<file path="config.mk">
export PLATFORM = sky130hd
export DESIGN_NAME = imhdk_cfg
export DESIGN_NICKNAME = d
export VERILOG_FILES = /design/src/rtl/indexed_min_heap_decrease_key_macros.svh /design/src/rtl/imhdk_pkg.sv /design/src/rtl/imhdk_cfg.sv
export SDC_FILE = /design/constraint.sdc
export NUM_CORES = 1
export LEC_CHECK = 0
export BUFFER_PORTS_ARGS = -buffer_cell sky130_fd_sc_hd__buf_2
export CAP_MARGIN = 30
export CORE_MARGIN = 1.5
export CORE_UTILIZATION = 48
export DETAILED_ROUTE_END_ITERATION = 6
export PLACE_DENSITY = 0.85
export SYNTH_ARGS = -nofsm -noshare
export SYNTH_HDL_FRONTEND = slang
export SYNTH_SLANG_ARGS = --single-unit
</file>
<file path="constraint.sdc">
create_clock -name clk -period 2.2 [get_ports clk]
set_input_delay 0.66 -clock clk [delete_from_list [all_inputs] [get_ports clk]]
set_output_delay 0.66 -clock clk [all_outputs]
set_load 0.02 [all_outputs]
</file>
<file path="src/rtl/indexed_min_heap_decrease_key_macros.svh">
// Assertion macros for the indexed min-heap block.
// Used by the core; there are no other dependencies.
`ifndef INDEXED_MIN_HEAP_DECREASE_KEY_MACROS_SVH
`define INDEXED_MIN_HEAP_DECREASE_KEY_MACROS_SVH
`ifndef SYNTHESIS
// Condition that holds at every clock edge outside reset.
`define IMHDK_ASSERT(lbl, clk, rst, prop, msg) \
  lbl: assert property (@(posedge clk) disable iff (rst) (prop)) else $error(msg);
// Condition in one cycle implies a consequence in the next.
`define IMHDK_ASSERT_NEXT(lbl, clk, rst, ante, cons, msg) \
  lbl: assert property (@(posedge clk) disable iff (rst) (ante) |=> (cons)) else $error(msg);
`else
`define IMHDK_ASSERT(lbl, clk, rst, prop, msg)
`define IMHDK_ASSERT_NEXT(lbl, clk, rst, ante, cons, msg)
`endif
`endif

</file>
<file path="src/rtl/imhdk_pkg.sv">
// Shared types, codes and constants of the indexed min-heap block.
// No dependencies.
`default_nettype none
package imhdk_pkg;

  localparam int CAPACITY_DEF = 1024;
  localparam int ITEM_W = 10;
  localparam int KEY_W  = 32;
  localparam int CNT_W  = 11;
  localparam int STAT_W = 2;
  localparam int FUNC_W = 2;
  localparam int ADDR_W = 3;
  localparam int DATA_W = 32;

  localparam logic [FUNC_W-1:0] FUNC_RESTART  = 2'd0;
  localparam logic [FUNC_W-1:0] FUNC_EXTRACT  = 2'd1;
  localparam logic [FUNC_W-1:0] FUNC_DECREASE = 2'd2;

  localparam logic [STAT_W-1:0] STAT_OK    = 2'd0;
  localparam logic [STAT_W-1:0] STAT_EMPTY = 2'd1;
  localparam logic [STAT_W-1:0] STAT_GONE  = 2'd2;

  localparam logic REG_ITEMS_IN_USE = 1'b0;
  localparam logic REG_START_KEY    = 1'b1;

  localparam logic [CNT_W-1:0] ITEMS_RESET     = 11'd1024;
  localparam logic [KEY_W-1:0] START_KEY_RESET = 32'd10000;

  typedef struct packed {
    logic [CNT_W-1:0] items_in_use;
    logic [KEY_W-1:0] start_key;
  } cfg_t;

  typedef struct packed {
    logic [ITEM_W-1:0] item;
    logic [KEY_W-1:0]  key;
    logic              applied;
    logic [CNT_W-1:0]  remaining;
    logic [STAT_W-1:0] status;
  } res_t;

  typedef enum logic [3:0] {
    ST_IDLE,
    ST_FILL,
    ST_EX_ROOT,
    ST_EX_LAST,
    ST_DK_POS,
    ST_DK_KEY,
    ST_SD_L,
    ST_SD_R,
    ST_SD_C,
    ST_SU_P,
    ST_SU_C,
    ST_DONE
  } state_t;

endpackage
`default_nettype wire

</file>
<file path="src/rtl/imhdk_cfg.sv">
// APB-style register block: items_in_use and start_key.
// Depends on imhdk_pkg.
`default_nettype none
module imhdk_cfg (
  input  wire logic                                clk,
  input  wire logic                                rst,
  input  wire logic                                psel,
  input  wire logic                                penable,
  input  wire logic                                pwrite,
  input  wire logic [imhdk_pkg::ADDR_W-1:0]        paddr,
  input  wire logic [imhdk_pkg::DATA_W-1:0]        pwdata,
  output logic      [imhdk_pkg::DATA_W-1:0]        prdata,
  output logic                                     pready,
  output imhdk_pkg::cfg_t                          cfg
);

  logic wr;

  assign pready = 1'b1;
  assign wr     = psel && penable && pwrite && pready;

  // word index sits in bit 2; the low byte-lane bits alias
  always_ff @(posedge clk) begin
    if (rst) begin
      cfg.items_in_use <= imhdk_pkg::ITEMS_RESET;
      cfg.start_key    <= imhdk_pkg::START_KEY_RESET;
    end else if (wr) begin
      if (paddr[2] == imhdk_pkg::REG_ITEMS_IN_USE) begin
        cfg.items_in_use <= pwdata[imhdk_pkg::CNT_W-1:0];
      end else begin
        cfg.start_key <= pwdata;
      end
    end
  end

  always_comb begin
    if (paddr[2] == imhdk_pkg::REG_START_KEY) begin
      prdata = cfg.start_key;
    end else begin
      prdata = imhdk_pkg::DATA_W'(cfg.items_in_use);
    end
  end

endmodule
`default_nettype wire

</file>
==> flow_metrics.tcl <==
set metrics [dict create \
    grt_max_degree 79 \
    grt_pass1_wl_um 7180 \
    place_area_um2 2710 \
    netlist.area_leader.share_pct 39.5 \
    portBuffers 112 \
    synthTopCellsByArea "dfxtp_1 40%, mux2i_1 20%, nand2b_1 19%" \
    cpLargestDelayFamily "buffers and inverters" \
    grt.overflow.total 0 \
    post_cts_resized 0 \
    tightest_slew_ns 0.501 \
    intPower_w 0.00112 \
    ctsRootBufferMaster "clkbuf_8" \
    setup_viol 0 \
    fp.dieW_um 70.4 \
    period_needed_ns 2.11 \
    holdBufCountCts 0 \
    postCtsSetupRepairBufs 0 \
    pwr_density_cell_nw_per_um2 538 \
    crit_required_ns 1.54 \
    switchingPower_w 0.000384 \
    synth_area_leader_cell "dfxtp_1" \
    cts_tree "yes" \
    switching_share_pct 25.6 \
    dr_total_vias 1783 \
    yosysWarnings 0 \
    slew_viol_final 0 \
    fin_area_um2 2800 \
    dr.pass1.iters 4 \
    rrSetupSlack_ns 1.56 \
    clock_path_buffers 2 \
    cts.clk_slew.worst_paths_ns 0.07 \
    cts_buffers 5 \
    clock_skew_ns 0 \
    synthArstFlopShare_pct 0 \
    cp-start-kind "input pin" \
    ir_worst_vdd_v 0.000345 \
    holdCritStartpoint "cfg[0]" \
    core-area_um2 4350 \
    yosysSeqAreaShare_pct 39.5 \
    top_level_ports 116 \
    place.gp.congestion 0.722 \
    reg.largest.list "cfg x43" \
    drt-initial-drc-count 41 \
    cp_num_buf_inv 3 \
    drt_drc_violations_left 0 \
    cp.arrival_ns 1.45 \
    largest_register_ffs 43 \
    drive_above_1_share_pct 41.2 \
    synthDistinctLibCells 16 \
    rsz0062_at_grt "no" \
    yosysMostFrequentCell "nand2b_1" \
    wl_per_cell_um 11.8 \
    worst-path-max-fanout 36 \
    synth_edf_count 0 \
    drv_cap 0 \
    ys.flop_type "dfxtp_1" \
    final_net_count 362 \
    syn-num-nets 258 \
    worstPathCellList "buf_2 > buf_12 > mux2_2 > buf_2" \
    maxSlewHeadroom_pct 66.6 \
    num_rows 24 \
    clockPowerShare_pct 31.9 \
    critPathKind "input pin to output pin" \
    syn_to_final_growth_pct 28.4 \
    clock.fmax_mhz 474 \
    hp-class "flip-flop to flip-flop" \
    netlist_instances 218 \
    initial_core_util_pct 50.0 \
    cts.sinks 43 \
    crit_start "paddr[2]" \
    hold_violations 0 \
    rr_startpoint "cfg[38]" \
    power_frac_comb_pct 14.4 \
    wl_um 4440 \
    netlist_top_cells_count "67 x nand2b_1, 43 x dfxtp_1, 43 x mux2i_1" \
    htree_levels 2 \
    dpl.hpwl_um 3210 \
    min_period_over_period_pct 96.0 \
    cpPeakStageDelay_ns 0.35 \
    synth_area_per_cell_um2 9.99 \
    status "completed" \
    layout.cells.non_filler 375 \
    postRouteAntennaNets 0 \
    placed_cells 367 \
    avgViaCountPerCell 4.75 \
    synth_seq_cells 43 \
    track_usage_pct 18.0 \
    critPathCaptureType "output pin" \
    netlist_area_um2 2180 \
    cpMostUsedCell "buf_2" \
    n_antenna_cell 0 \
    seqPwrFrac_pct 53.7 \
    die-area_um2 4950 \
    clk_latency_ns 0.28 \
    slowest_stage "mux2_2" \
    fp.dieH_um 70.4 \
    tns_ns 0 \
    power.leakage_nw 1.36 \
    antenna_found_initial 0 \
    regMostFlops "cfg" \
    grt_pass1_vias 1570 \
]
==> power groups by stage <==
stage               Clock (W)  Combinational, W  Sequential [W]
global route         0.000535          0.000235        0.000810
global placement            0          0.000215        0.000824
finish               0.000480          0.000216        0.000807
detailed placement          0          0.000218        0.000826
CTS                  0.000500          0.000219        0.000807
floorplan                   0          0.000125        0.000845
==> worst paths after layout <==
check / endpoint / cells past startpoint
worst max register to register: cfg[38] / 2
worst max-delay path: prdata[6] / 4
worst min register to register: cfg[0] / 2
worst min-delay path: cfg[0] / 2
==> per-layer routing <==
layer  part of all wire, %  vias to the layer above  wire length [um]  global-route usage, %
met3                   7.5                        5               334                   4.76
met2                    47                       78              2090                   30.9
met5                     0                        -                 0                      0
li1                      -                      908                 -                      -
met4                   1.1                        0                47                   5.13
met1                    44                      792              1970                   21.9
==> final cells by class <==
cell class	instances	area [um^2]
clock buffers	6	72.6
clock inverters	2	12.5
fillers	364	1560
multi-input cells	158	1190
flip-flops and latches	43	861
well taps	52	65.1
repair buffers	114	601
==> tightest hold or removal path: cells and delay by family (launching register included) <==
kind             cells  cell delay [ns]
DFF                  1             0.32
and+or+nand+nor      1             0.06
muxes                1             0.06
==> cells by family after synthesis <==
kind of cell / share of synthesized area (%)
other: 0.172
multiplexers: 25.4
buffers and inverters: 6.03
flip-flops: 39.5
AND/OR/NAND/NOR: 28.8
==> layout by cell type (no fill, tap or decap) <==
cell,n
clkinv_2,1
clkbuf_1,1
nor2_1,11
clkbuf_8,5
conb_1,1
nand4b_1,1
clkinvlp_4,1
mux2i_1,43
nand2b_1,67
nand4_1,1
buf_12,2
mux2_2,11
and4b_1,1
buf_2,112
and4_4,1
and2_1,21
dfxtp_1,43
==> stage by stage <==
stage / total power [W] / worst slack, ns / hold slack (ns) / utilization (%)
6_report: 0.00150 / 0.0891 / 0.487 / 64.3
4_1_cts: 0.00153 / 0.0859 / 0.490 / 64.3
3_5_place_dp: 0.00104 / 0.0878 / 0.478 / 62.3
2_1_floorplan: 0.000970 / 0.184 / 0.554 / -
5_1_grt: 0.00158 / 0.0484 / 0.506 / 64.3
3_3_place_gp: 0.00104 / 0.102 / 0.465 / 62.3
Note: power is estimated with default switching activity, not from simulation.
